### config.mk
export PLATFORM = sky130hd
export DESIGN_NAME = noc_route_compute_core_flat
export DESIGN_NICKNAME = d
export VERILOG_FILES = /design/src/design/nrc_pkg.sv /design/src/design/nrc_req_if.sv /design/src/design/nrc_rsp_if.sv /design/src/design/nrc_cfg_if.sv /design/src/design/nrc_route.sv /design/src/design/noc_route_compute_core.sv /design/src/flat_wrapper.sv
export SDC_FILE = /design/constraint.sdc
export NUM_CORES = 1
export LEC_CHECK = 0
export BUFFER_PORTS_ARGS = -buffer_cell sky130_fd_sc_hd__clkbuf_2
export CORE_MARGIN = 2
export CORE_UTILIZATION = 45
export DETAILED_ROUTE_END_ITERATION = 12
export PLACE_DENSITY = 0.67
export SYNTH_ARGS = -nofsm -noshare
export SYNTH_HDL_FRONTEND = slang
export SYNTH_SLANG_ARGS = --single-unit
### constraint.sdc
create_clock -name clk -period 4.3 [get_ports clk]
set_input_delay 0.86 -clock clk [delete_from_list [all_inputs] [get_ports clk]]
set_output_delay 0.86 -clock clk [all_outputs]
set_load 0.05 [all_outputs]
### src/design/nrc_pkg.sv
// Shared types, codes and widths of the NoC route computation block.
package nrc_pkg;

	localparam int COORD_BITS    = 4;
	localparam int RADIX_BITS    = COORD_BITS + 1;
	localparam int VC_COUNT      = 8;
	localparam int VC_BITS       = (VC_COUNT > 1) ? $clog2(VC_COUNT) : 1;
	localparam int PORT_BITS     = 3;
	localparam int CREDIT_BITS   = 8;
	localparam int ALG_BITS      = 2;
	localparam int CFG_IDX_BITS  = 2;
	localparam int CFG_DATA_BITS = 8;

	// Physical port codes.
	typedef enum logic [PORT_BITS-1:0] {
		PORT_NONE  = 3'd0,
		PORT_WEST  = 3'd1,
		PORT_EAST  = 3'd2,
		PORT_NORTH = 3'd3,
		PORT_SOUTH = 3'd4
	} port_t;

	// Routing algorithm codes; the fourth code is reserved and routes nowhere.
	localparam logic [ALG_BITS-1:0] ALG_TORUS_XY = 2'd0;
	localparam logic [ALG_BITS-1:0] ALG_MESH_YX  = 2'd1;
	localparam logic [ALG_BITS-1:0] ALG_ADAPT_YX = 2'd2;

	// Configuration register indexes.
	localparam logic [CFG_IDX_BITS-1:0] CFG_NODE_X    = 2'd0;
	localparam logic [CFG_IDX_BITS-1:0] CFG_NODE_Y    = 2'd1;
	localparam logic [CFG_IDX_BITS-1:0] CFG_RADIX     = 2'd2;
	localparam logic [CFG_IDX_BITS-1:0] CFG_ALGORITHM = 2'd3;

	// Reset values of the configuration registers.
	localparam logic [COORD_BITS-1:0] NODE_X_RST    = '0;
	localparam logic [COORD_BITS-1:0] NODE_Y_RST    = '0;
	localparam logic [RADIX_BITS-1:0] RADIX_RST     = RADIX_BITS'(1 << COORD_BITS);
	localparam logic [ALG_BITS-1:0]   ALGORITHM_RST = ALG_MESH_YX;

	typedef struct packed {
		logic [COORD_BITS-1:0] node_x;
		logic [COORD_BITS-1:0] node_y;
		logic [RADIX_BITS-1:0] radix;
		logic [ALG_BITS-1:0]   algorithm;
	} cfg_t;

	typedef struct packed {
		logic [COORD_BITS-1:0]  dest_x;
		logic [COORD_BITS-1:0]  dest_y;
		logic [PORT_BITS-1:0]   in_port;
		logic [VC_BITS-1:0]     in_vc;
		logic [CREDIT_BITS-1:0] east_credit;
		logic [CREDIT_BITS-1:0] north_credit;
		logic [CREDIT_BITS-1:0] west_credit;
		logic [CREDIT_BITS-1:0] south_credit;
	} flit_t;

	typedef struct packed {
		logic [PORT_BITS-1:0] route_in_port;
		logic [VC_BITS-1:0]   route_in_vc;
		port_t                out_port;
		logic [VC_BITS-1:0]   out_vc;
	} route_t;

endpackage

### src/design/nrc_req_if.sv
// Head flit request channel carrying destination, input port, VC and credits.
interface nrc_req_if
	import nrc_pkg::*;
	();
	logic                   valid;
	logic                   ready;
	logic [COORD_BITS-1:0]  dest_x;
	logic [COORD_BITS-1:0]  dest_y;
	logic [PORT_BITS-1:0]   in_port;
	logic [VC_BITS-1:0]     in_vc;
	logic [CREDIT_BITS-1:0] east_credit;
	logic [CREDIT_BITS-1:0] north_credit;
	logic [CREDIT_BITS-1:0] west_credit;
	logic [CREDIT_BITS-1:0] south_credit;

	modport source (output valid, dest_x, dest_y, in_port, in_vc,
		east_credit, north_credit, west_credit, south_credit, input ready);
	modport sink (input valid, dest_x, dest_y, in_port, in_vc,
		east_credit, north_credit, west_credit, south_credit, output ready);
endinterface

### src/design/nrc_rsp_if.sv
// Route result channel carrying the chosen output port and VC.
interface nrc_rsp_if
	import nrc_pkg::*;
	();
	logic                 valid;
	logic                 ready;
	logic [PORT_BITS-1:0] route_in_port;
	logic [VC_BITS-1:0]   route_in_vc;
	logic [PORT_BITS-1:0] out_port;
	logic [VC_BITS-1:0]   out_vc;

	modport source (output valid, route_in_port, route_in_vc, out_port, out_vc,
		input ready);
	modport sink (input valid, route_in_port, route_in_vc, out_port, out_vc,
		output ready);
endinterface

### src/design/nrc_cfg_if.sv
// Configuration write channel carrying a register index and write data.
interface nrc_cfg_if
	import nrc_pkg::*;
	();
	logic                     valid;
	logic                     ready;
	logic [CFG_IDX_BITS-1:0]  index;
	logic [CFG_DATA_BITS-1:0] data;

	modport source (output valid, index, data, input ready);
	modport sink (input valid, index, data, output ready);
endinterface

### src/design/nrc_route.sv
// Combinational route decision for one head flit under the current configuration.
module nrc_route
	import nrc_pkg::*;
	(
	input  flit_t  flit,
	input  cfg_t   cfg,
	output route_t route
);

	// Signed offset of the destination from this node along one dimension.
	logic signed [COORD_BITS:0] xoff;
	logic signed [COORD_BITS:0] yoff;
	logic [COORD_BITS-1:0]      xmag;
	logic [COORD_BITS-1:0]      ymag;
	logic                       xneg, xpos, yneg, ypos;
	logic                       xnear, ynear;
	port_t                      xport, yport;
	port_t                      port;

	// Port in one torus dimension: toward the destination on the short side,
	// otherwise the opposite way around the ring.
	function automatic port_t torus_dim(input logic neg, input logic pos,
		input logic near, input port_t neg_port, input port_t pos_port);
		port_t p;
		if (!neg && !pos) begin
			p = PORT_NONE;
		end else if (near) begin
			p = neg ? neg_port : pos_port;
		end else begin
			p = neg ? pos_port : neg_port;
		end
		return p;
	endfunction

	always_comb begin
		xoff  = $signed({1'b0, flit.dest_x}) - $signed({1'b0, cfg.node_x});
		yoff  = $signed({1'b0, flit.dest_y}) - $signed({1'b0, cfg.node_y});
		xneg  = xoff[COORD_BITS];
		yneg  = yoff[COORD_BITS];
		xpos  = !xneg && (xoff != '0);
		ypos  = !yneg && (yoff != '0);
		xmag  = xneg ? COORD_BITS'(-xoff) : COORD_BITS'(xoff);
		ymag  = yneg ? COORD_BITS'(-yoff) : COORD_BITS'(yoff);
		xnear = {xmag, 1'b0} <= cfg.radix;
		ynear = {ymag, 1'b0} <= cfg.radix;
		xport = torus_dim(xneg, xpos, xnear, PORT_WEST, PORT_EAST);
		yport = torus_dim(yneg, ypos, ynear, PORT_NORTH, PORT_SOUTH);

		port = PORT_NONE;
		case (cfg.algorithm)
			ALG_TORUS_XY: begin
				port = (xport != PORT_NONE) ? xport : yport;
			end
			ALG_MESH_YX, ALG_ADAPT_YX: begin
				if (yneg) begin
					if (cfg.algorithm == ALG_ADAPT_YX && xpos &&
						flit.east_credit >= flit.north_credit) begin
						port = PORT_EAST;
					end else begin
						port = PORT_NORTH;
					end
				end else if (ypos) begin
					if (cfg.algorithm == ALG_ADAPT_YX && xneg &&
						flit.west_credit >= flit.south_credit) begin
						port = PORT_WEST;
					end else begin
						port = PORT_SOUTH;
					end
				end else if (xneg) begin
					port = PORT_WEST;
				end else if (xpos) begin
					port = PORT_EAST;
				end
			end
			default: begin
				port = PORT_NONE;
			end
		endcase

		route.route_in_port = flit.in_port;
		route.route_in_vc   = flit.in_vc;
		route.out_port      = port;
		// Torus mode always leaves on VC 0; a flit with no route reports VC 0.
		if (port == PORT_NONE || cfg.algorithm == ALG_TORUS_XY) begin
			route.out_vc = '0;
		end else begin
			route.out_vc = flit.in_vc;
		end
	end

endmodule

### src/design/noc_route_compute_core.sv
// Top level of the NoC route computation block: input stage, route logic, result stage.
//
// Route computation for head flits of a 2-D mesh or torus router. Each word on req
// carries a head flit's destination, its input port and VC, and the credit counts of
// the four neighbours; each word on rsp returns the echoed port and VC with the chosen
// output port (0 none, 1 west, 2 east, 3 north, 4 south) and output VC. The block is
// a two-register pipeline: a word is captured in an input register, routed by a short
// block of logic, and held in a result register until rsp takes it. It accepts one word
// every cycle unless a stall on rsp has filled both registers. When rsp is not stalled,
// a word moves from the input register into the result register and is presented on
// rsp from there. The result register frees the input side while a result waits, so
// a stall on rsp holds off req only once both registers are full. The configuration
// registers (node_x, node_y, radix, algorithm) are written through cfg, which is
// always ready; they must only be written while no word is in flight.
module noc_route_compute_core
	import nrc_pkg::*;
	(
	input logic    clk,
	input logic    arst_n,
	nrc_req_if.sink   req,
	nrc_rsp_if.source rsp,
	nrc_cfg_if.sink   cfg
);

	cfg_t   cfg_q;
	flit_t  flit_s1;
	logic   vld_s1;
	route_t route_s1;
	route_t route_s2;
	logic   vld_s2;
	logic   adv_s2;

	// Configuration registers. Writes are taken every cycle.
	assign cfg.ready = 1'b1;

	always_ff @(posedge clk or negedge arst_n) begin
		if (!arst_n) begin
			cfg_q.node_x    <= NODE_X_RST;
			cfg_q.node_y    <= NODE_Y_RST;
			cfg_q.radix     <= RADIX_RST;
			cfg_q.algorithm <= ALGORITHM_RST;
		end else if (cfg.valid) begin
			case (cfg.index)
				CFG_NODE_X:    cfg_q.node_x    <= cfg.data[COORD_BITS-1:0];
				CFG_NODE_Y:    cfg_q.node_y    <= cfg.data[COORD_BITS-1:0];
				CFG_RADIX:     cfg_q.radix     <= cfg.data[RADIX_BITS-1:0];
				CFG_ALGORITHM: cfg_q.algorithm <= cfg.data[ALG_BITS-1:0];
				default: begin
				end
			endcase
		end
	end

	// The result register can take a new word when it is empty or being drained,
	// and the input register can take one when it is empty or moving forward.
	assign adv_s2    = !vld_s2 || rsp.ready;
	assign req.ready = !vld_s1 || adv_s2;

	always_ff @(posedge clk or negedge arst_n) begin
		if (!arst_n) begin
			vld_s1 <= 1'b0;
		end else if (req.ready) begin
			vld_s1 <= req.valid;
		end
	end

	always_ff @(posedge clk) begin
		if (req.ready && req.valid) begin
			flit_s1.dest_x       <= req.dest_x;
			flit_s1.dest_y       <= req.dest_y;
			flit_s1.in_port      <= req.in_port;
			flit_s1.in_vc        <= req.in_vc;
			flit_s1.east_credit  <= req.east_credit;
			flit_s1.north_credit <= req.north_credit;
			flit_s1.west_credit  <= req.west_credit;
			flit_s1.south_credit <= req.south_credit;
		end
	end

	nrc_route u_route (
		.flit  (flit_s1),
		.cfg   (cfg_q),
		.route (route_s1)
	);

	always_ff @(posedge clk or negedge arst_n) begin
		if (!arst_n) begin
			vld_s2 <= 1'b0;
		end else if (adv_s2) begin
			vld_s2 <= vld_s1;
		end
	end

	always_ff @(posedge clk) begin
		if (adv_s2 && vld_s1) begin
			route_s2 <= route_s1;
		end
	end

	assign rsp.valid         = vld_s2;
	assign rsp.route_in_port = route_s2.route_in_port;
	assign rsp.route_in_vc   = route_s2.route_in_vc;
	assign rsp.out_port      = route_s2.out_port;
	assign rsp.out_vc        = route_s2.out_vc;

`ifndef SYNTH
	// A word with no route never reports a VC other than zero.
	a_none_vc_zero: assert property (@(posedge clk) disable iff (!arst_n)
		rsp.valid && rsp.out_port == PORT_NONE |-> rsp.out_vc == '0)
		else $error("route with no output port carries a nonzero VC");

	// An accepted word always lands in the input register.
	a_accept_fills_s1: assert property (@(posedge clk) disable iff (!arst_n)
		req.valid && req.ready |=> vld_s1)
		else $error("accepted word lost before the input register");

	// A word in the input register moves on whenever the result register frees.
	a_s1_moves_to_s2: assert property (@(posedge clk) disable iff (!arst_n)
		vld_s1 && adv_s2 |=> vld_s2)
		else $error("word dropped between input and result registers");

	// The output port code is always one of the five defined ports.
	a_port_code: assert property (@(posedge clk) disable iff (!arst_n)
		rsp.valid |-> rsp.out_port <= PORT_SOUTH)
		else $error("undefined output port code");
`endif

endmodule

### src/flat_wrapper.sv
// flat-port wrapper written by rule: the top's interface ports become plain ports
module noc_route_compute_core_flat import nrc_pkg::*;
  (clk, arst_n, req_valid, req_dest_x, req_dest_y, req_in_port, req_in_vc, req_east_credit, req_north_credit, req_west_credit, req_south_credit, req_ready, rsp_valid, rsp_route_in_port, rsp_route_in_vc, rsp_out_port, rsp_out_vc, rsp_ready, cfg_valid, cfg_index, cfg_data, cfg_ready);
  nrc_req_if req_i ();
  nrc_rsp_if rsp_i ();
  nrc_cfg_if cfg_i ();
  input logic clk;
  input logic arst_n;
  input wire logic [$bits(req_i.valid)-1:0] req_valid;
  input wire logic [$bits(req_i.dest_x)-1:0] req_dest_x;
  input wire logic [$bits(req_i.dest_y)-1:0] req_dest_y;
  input wire logic [$bits(req_i.in_port)-1:0] req_in_port;
  input wire logic [$bits(req_i.in_vc)-1:0] req_in_vc;
  input wire logic [$bits(req_i.east_credit)-1:0] req_east_credit;
  input wire logic [$bits(req_i.north_credit)-1:0] req_north_credit;
  input wire logic [$bits(req_i.west_credit)-1:0] req_west_credit;
  input wire logic [$bits(req_i.south_credit)-1:0] req_south_credit;
  output wire logic [$bits(req_i.ready)-1:0] req_ready;
  output wire logic [$bits(rsp_i.valid)-1:0] rsp_valid;
  output wire logic [$bits(rsp_i.route_in_port)-1:0] rsp_route_in_port;
  output wire logic [$bits(rsp_i.route_in_vc)-1:0] rsp_route_in_vc;
  output wire logic [$bits(rsp_i.out_port)-1:0] rsp_out_port;
  output wire logic [$bits(rsp_i.out_vc)-1:0] rsp_out_vc;
  input wire logic [$bits(rsp_i.ready)-1:0] rsp_ready;
  input wire logic [$bits(cfg_i.valid)-1:0] cfg_valid;
  input wire logic [$bits(cfg_i.index)-1:0] cfg_index;
  input wire logic [$bits(cfg_i.data)-1:0] cfg_data;
  output wire logic [$bits(cfg_i.ready)-1:0] cfg_ready;
  assign req_i.valid = req_valid;
  assign req_i.dest_x = req_dest_x;
  assign req_i.dest_y = req_dest_y;
  assign req_i.in_port = req_in_port;
  assign req_i.in_vc = req_in_vc;
  assign req_i.east_credit = req_east_credit;
  assign req_i.north_credit = req_north_credit;
  assign req_i.west_credit = req_west_credit;
  assign req_i.south_credit = req_south_credit;
  assign req_ready = req_i.ready;
  assign rsp_valid = rsp_i.valid;
  assign rsp_route_in_port = rsp_i.route_in_port;
  assign rsp_route_in_vc = rsp_i.route_in_vc;
  assign rsp_out_port = rsp_i.out_port;
  assign rsp_out_vc = rsp_i.out_vc;
  assign rsp_i.ready = rsp_ready;
  assign cfg_i.valid = cfg_valid;
  assign cfg_i.index = cfg_index;
  assign cfg_i.data = cfg_data;
  assign cfg_ready = cfg_i.ready;
  noc_route_compute_core u_core (.clk(clk), .arst_n(arst_n), .req(req_i), .rsp(rsp_i), .cfg(cfg_i));
endmodule
# Yosys cells after proc, flatten, opt, wreduce, memory -nomap -nowiden
# Index checks and enable logic that the tools add are counted.
[totals] wordCells=79 ram_bits=0 inputBits=61 out_inout_bits=15 register_bits=75 mem_bits_ro=0 mem_count=0 latchBits=0
[classes] n_eq_ne=5 bitwise_logic=0 magnitude_cmp=4 shifts=0 reduce_logical=30 addsub=4 n_mul=0 div=0 muxes=18
[op_table] cell="$mux 3" count=8
[op_table] cell="$ge 8x8->1" count=2
[op_table] cell="$mux 2" count=6
[op_table] cell="$le 5x5->1" count=2
[op_table] cell="$logic_and 1x1->1" count=10
[op_table] cell="$reduce_bool 5->1" count=2
[op_table] cell="$sub 4x4->5" count=2
[op_table] cell="$mux 4" count=2
[op_table] cell="$neg 4->4" count=2
[op_table] cell="$reduce_and 2->1" count=4
[op_table] cell="$eq 2x2->1 const B" count=3
[op_table] cell="$logic_not 1->1" count=6
[op_table] cell="$pmux 3 s2" count=1
[op_table] cell="$eq 2x1->1 const B" count=2
[op_table] cell="$logic_not 2->1" count=2
[op_table] cell="$logic_not 3->1" count=1
[op_table] cell="$logic_or 1x1->1" count=3
[op_table] cell="$reduce_bool 3->1" count=1
[op_table] cell="$reduce_or 2->1" count=1
[op_table] cell="$mux 1" count=1

# Logic depth before layout (Yosys ltp)
[logic_depth] ltp_word=11 mapped_depth=16

# Modules after synthesis
# From an unflattened synthesis, not the netlist that was laid out.
[unflattened] hier_cells=291 hier_area_um2=3851.2
[modules_own_cells] mod="noc_route_compute_core" n_inst=1 cells_per_inst=102 seq_area_each_um2=2169.6 area_per_inst_um2=2427.3
[modules_own_cells] mod="nrc_route" n_inst=1 cells_per_inst=189 seq_area_each_um2=0.0 area_per_inst_um2=1423.9

# Worst setup path after synthesis
# No wires, ideal clock.
[synth_timing] path_kind="reg-to-reg" start="register u_core.flit_s1[38] (netlist bit)" end="register u_core.route_s2 (netlist bit u_core.rsp.out_vc[0]), data pin" required_ps=4025 slack_ps=1151 arrival_ps=2873 n_path_buf=0 setup_time_ps=275 path_stages_with_launch=15 period_less_slack_ps=3149 cell_sequence="edfxtp_1 inv_1 ha_1 inv_1 fa_1 a311o_1 nor2_1 xnor2_1 ha_1 and3b_1 and3_1 o21ai_0 o41ai_2 a21boi_1 a311oi_1"
[synth_between] elab_chain_len=10
[synth_rtl] element="start: declaration" line_no="noc_route_compute_core.sv:26" rtl="flit_t flit_s1;"
[synth_rtl] element="$sub 4x4->5 (*)" line_no="nrc_route.sv:37" rtl="yoff = $signed({1'b0, flit.dest_y}) - $signed({1'b0, cfg.node_y});"
[synth_rtl] element="$neg 4->4 (tied with other cells)" line_no="nrc_route.sv:43" rtl="ymag = yneg ? COORD_BITS'(-yoff) : COORD_BITS'(yoff);"
[synth_rtl] element="$mux 4 or $logic_and 1x1->1 (tied branches)" line_no="nrc_route.sv:43, nrc_route.sv:41"
[synth_rtl] element="$le 5x5->1 or $logic_not 1->1 (tied branches)" line_no="nrc_route.sv:45, nrc_route.sv:25"
[synth_rtl] element="$mux 3 or $logic_and 1x1->1 (tied branches)" line_no="nrc_route.sv:27, nrc_route.sv:25"
[synth_rtl] element="$mux 3" line_no="nrc_route.sv:25" rtl="if (!neg && !pos) begin"
[synth_rtl] element="$mux 3" line_no="nrc_route.sv:52" rtl="port = (xport != PORT_NONE) ? xport : yport;"
[synth_rtl] element="$pmux 3 s2 (*)" line_no="nrc_route.sv:50" rtl="case (cfg.algorithm)"
[synth_rtl] element="$logic_not 3->1 (*)" line_no="nrc_route.sv:84" rtl="if (port == PORT_NONE || cfg.algorithm == ALG_TORUS_XY) begin"
[synth_rtl] element="$logic_or 1x1->1 (*)" line_no="nrc_route.sv:84"
[synth_rtl] element="end signal: assignment" line_no="noc_route_compute_core.sv:96" rtl="route_s2 <= route_s1;"
[synth_rtl] element="end: declaration" line_no="noc_route_compute_core.sv:29" rtl="route_t route_s2;"
# Mark *: on every way between the ends. The rest lies on a longest branch, timed or not.
# A chain may end at the register's enable or synchronous reset.

# Worst setup path in the final report
# Same ends and word-level chain as after synthesis.

==> reports/summary.txt <==
Starting DRT DRC Count: 100
TNS Setup: 0 ns
Synth cell count leaders: edfxtp_1 (58), inv_1 (40), ha_1 (37)
Number of H-tree levels: 3
Syn Area/Cell: 13.1 um^2
Initial DRT Pass Iterations: 4
Synth Register Bits: 75
Largest net degree at the start of global routing: 47
GPL Wtd Cong: 0.809
Die X: 95.8 um
Die Y: 95.8 um
Fin crit period: 3.44 ns
Hold slack: 0.425 ns
Placed cell areas: 0.00427 mm^2
CTS clk-pin slew, worst paths: 0.08 ns
Reg-to-reg slack, setup: 0.86 ns
Num ports: 76
Sequential area share after synthesis: 57.3%
Share of layout cells above drive strength 1: 29.9%
TritonCTS clock tree: built
Post-detail-place hpwl: 4710 um
Arr. time, crit path: 3.53 ns
Num CTS Buffers: 9
Worst endpoint required time: 4.38 ns
WL per Instance: 12.6 um
Multi-input gate area: 0.00146 mm^2
Status: completed
Routed vias/inst: 4.92
Count leader, synth: edfxtp_1
PortBufs: 71
Post-synth top flop: edfxtp_1
Starting Density: 46.3%
RSZ-0062 raised after global routing: no
PostCTS Resize Cnt: 0
Synthesized area: 0.00379 mm^2
Hold Path Class: in -> async
Remaining DRCs: 0
Initial antenna violation count: 0
Layout area overhead: 18.6%
Drt total wl: 6060 um
Die area: 0.00917 mm^2
Final #Nets: 469
Worst rel slew slack: 29.7%
Filler cells: 724
Vias in the first global route: 2218
TritonCTS Sinks: 75
Clock latency on the worst-skew pair: 0.35 ns
CTS root buf: clkbuf_8
Final setup violation count: 0
Reg area: 0.00217 mm^2
Antenna Cells: 0
GR Util All Layers: 14.8%
Worst Reg2Reg Path Length in Cells: 14
Syn nets: 389
Fin area: 0.00449 mm^2
Final hold vios: 0
CP Launch Type: flip-flop
Slew at the pin with the worst max-slew slack: 1.05 ns
Crit path from: u_core.flit_s1[38]$_DFFE_PP_
Yosys cell types: 53
Postcts setup bufs: 0
Post-synth top area share: 46.0%
Biggest area consumer among synthesized cells: edfxtp_1
Synth Instances: 289
Antenna-violating nets left: 0
EDFF count, synth: 58
CTS Hold Bufs: 0
Async set or reset register ratio after synthesis: 22.7%
Leakage power: 0.00197 uW
Core ar.: 0.00818 mm^2
PwrDens: 497 mW/mm^2
Slew Viols, Final: 0
Worst Skew: 0.00629 ns
Critical Path End Type: flip-flop
First-pass GRT wire length: 10100 um
Synth top area cells: edfxtp_1 (46%), ha_1 (12%), dfrtp_1 (9.9%), inv_1 (4.0%), mux2_2 (3.6%)
Worst VDD drop: 0.236 mV
Warning count from the yosys run: 0
Setup Crit Path Kind: reg -> reg
Worst Path Max Fanout: 5
Rows: 33
Grt ovf: 0
Worst R2R Start: u_core.flit_s1[38]$_DFFE_PP_
Max-cap viol count: 0
Fin crit share: 80.1%
Reg2reg end: u_core.rsp.out_vc[0]$_SDFFCE_PP0P_
Total number of vias: 2358
Bufs on Longest Clock Path: 2
Fmax: 290 MHz
## flip-flops by register name, summed over array words and instances, names as in the netlist
register and cells:
u_core.cfg_q 15, u_core.flit_s1 46, u_core.rsp.out_port 3, u_core.rsp.out_vc 3, u_core.rsp.route_in_port 3, u_core.rsp.route_in_vc 3, u_core.rsp.valid 1, u_core.vld_s1 1
## kinds of logic after synthesis
logic type	count (synthesis)	synth area share (%)
DFF	75	57.3
and+or+nand+nor	57	8.42
AOI/OAI and AO/OA	53	10.5
buffers and inverters	42	4.26
adders and majority gates	39	13.3
muxes	13	3.93
xor gates and xnor gates	9	2.28
other	1	0.0990
## cell type report
cell class,count,area share [%]
multi-input combinational,172,32.5
tap,105,2.92
sequential,75,48.3
clock buffer,9,2.76
timing repair buffer,71,7.91
inverter,40,3.34
clock inverter,7,2.34
## worst max path at each step
stage / end / slack (ns) / cells after the start
after floorplan: u_core.rsp.out_vc[0]$_SDFFCE_PP0P_ / 1.15 / 14
after global placement: u_core.rsp.out_vc[0]$_SDFFCE_PP0P_ / 0.89 / 14
after detailed placement: u_core.rsp.out_vc[0]$_SDFFCE_PP0P_ / 0.82 / 14
after CTS: u_core.rsp.out_vc[2]$_SDFFCE_PP0P_ / 0.81 / 14
after global routing: u_core.rsp.out_vc[0]$_SDFFCE_PP0P_ / 0.57 / 15
final: u_core.rsp.out_vc[0]$_SDFFCE_PP0P_ / 0.86 / 14
## report_power, final
group | leakage (uW) | total, uW | internal [uW] | switching, uW
clock network | 0.000113 | 620 | 337 | 284
logic | 0.00110 | 709 | 283 | 426
registers | 0.000756 | 902 | 874 | 28.5
## routing by layer
layer	vias up	share of wire (%)	global-route usage, %
li1	1215	-	-
met1	1084	45	19.4
met2	47	49	23.4
met5	-	0	0
met3	12	5.0	3.84
met4	0	1.7	6.43
## cell usage in the layout (no fill, tap or decap), types with 9 or more instances in the layout
cell type   n
a21oi_1    12
clkbuf_2   71
clkbuf_8    9
dfrtp_1    15
edfxtp_1   58
ha_1       37
inv_1      40
mux2_2     12
nand2_1    15
o21ai_0    12
## critical path, cell delays in order (launching register included)
cell and delay, ns:
edfxtp_1 0.37, inv_1 0.06, ha_1 0.15, inv_1 0.05, fa_1 0.47, a311o_1 0.38
nor2_1 0.14, xnor2_1 0.14, ha_1 0.27, and3b_1 0.18, and3_1 0.21, o21ai_0 0.22
o41ai_2 0.12, a21boi_1 0.29, a311oi_1 0.14
## stage by stage
stage	util, %	instances	power (uW)	worst slack (ns)
2_1_floorplan	-	289	1470	1.15
6_report	55.0	479	2230	0.856
3_3_place_gp	52.2	463	1610	0.892
4_1_cts	55.0	479	2260	0.807
3_5_place_dp	52.2	463	1630	0.825
5_1_grt	55.0	479	2380	0.570
Note: power is estimated with default switching activity, not from simulation.
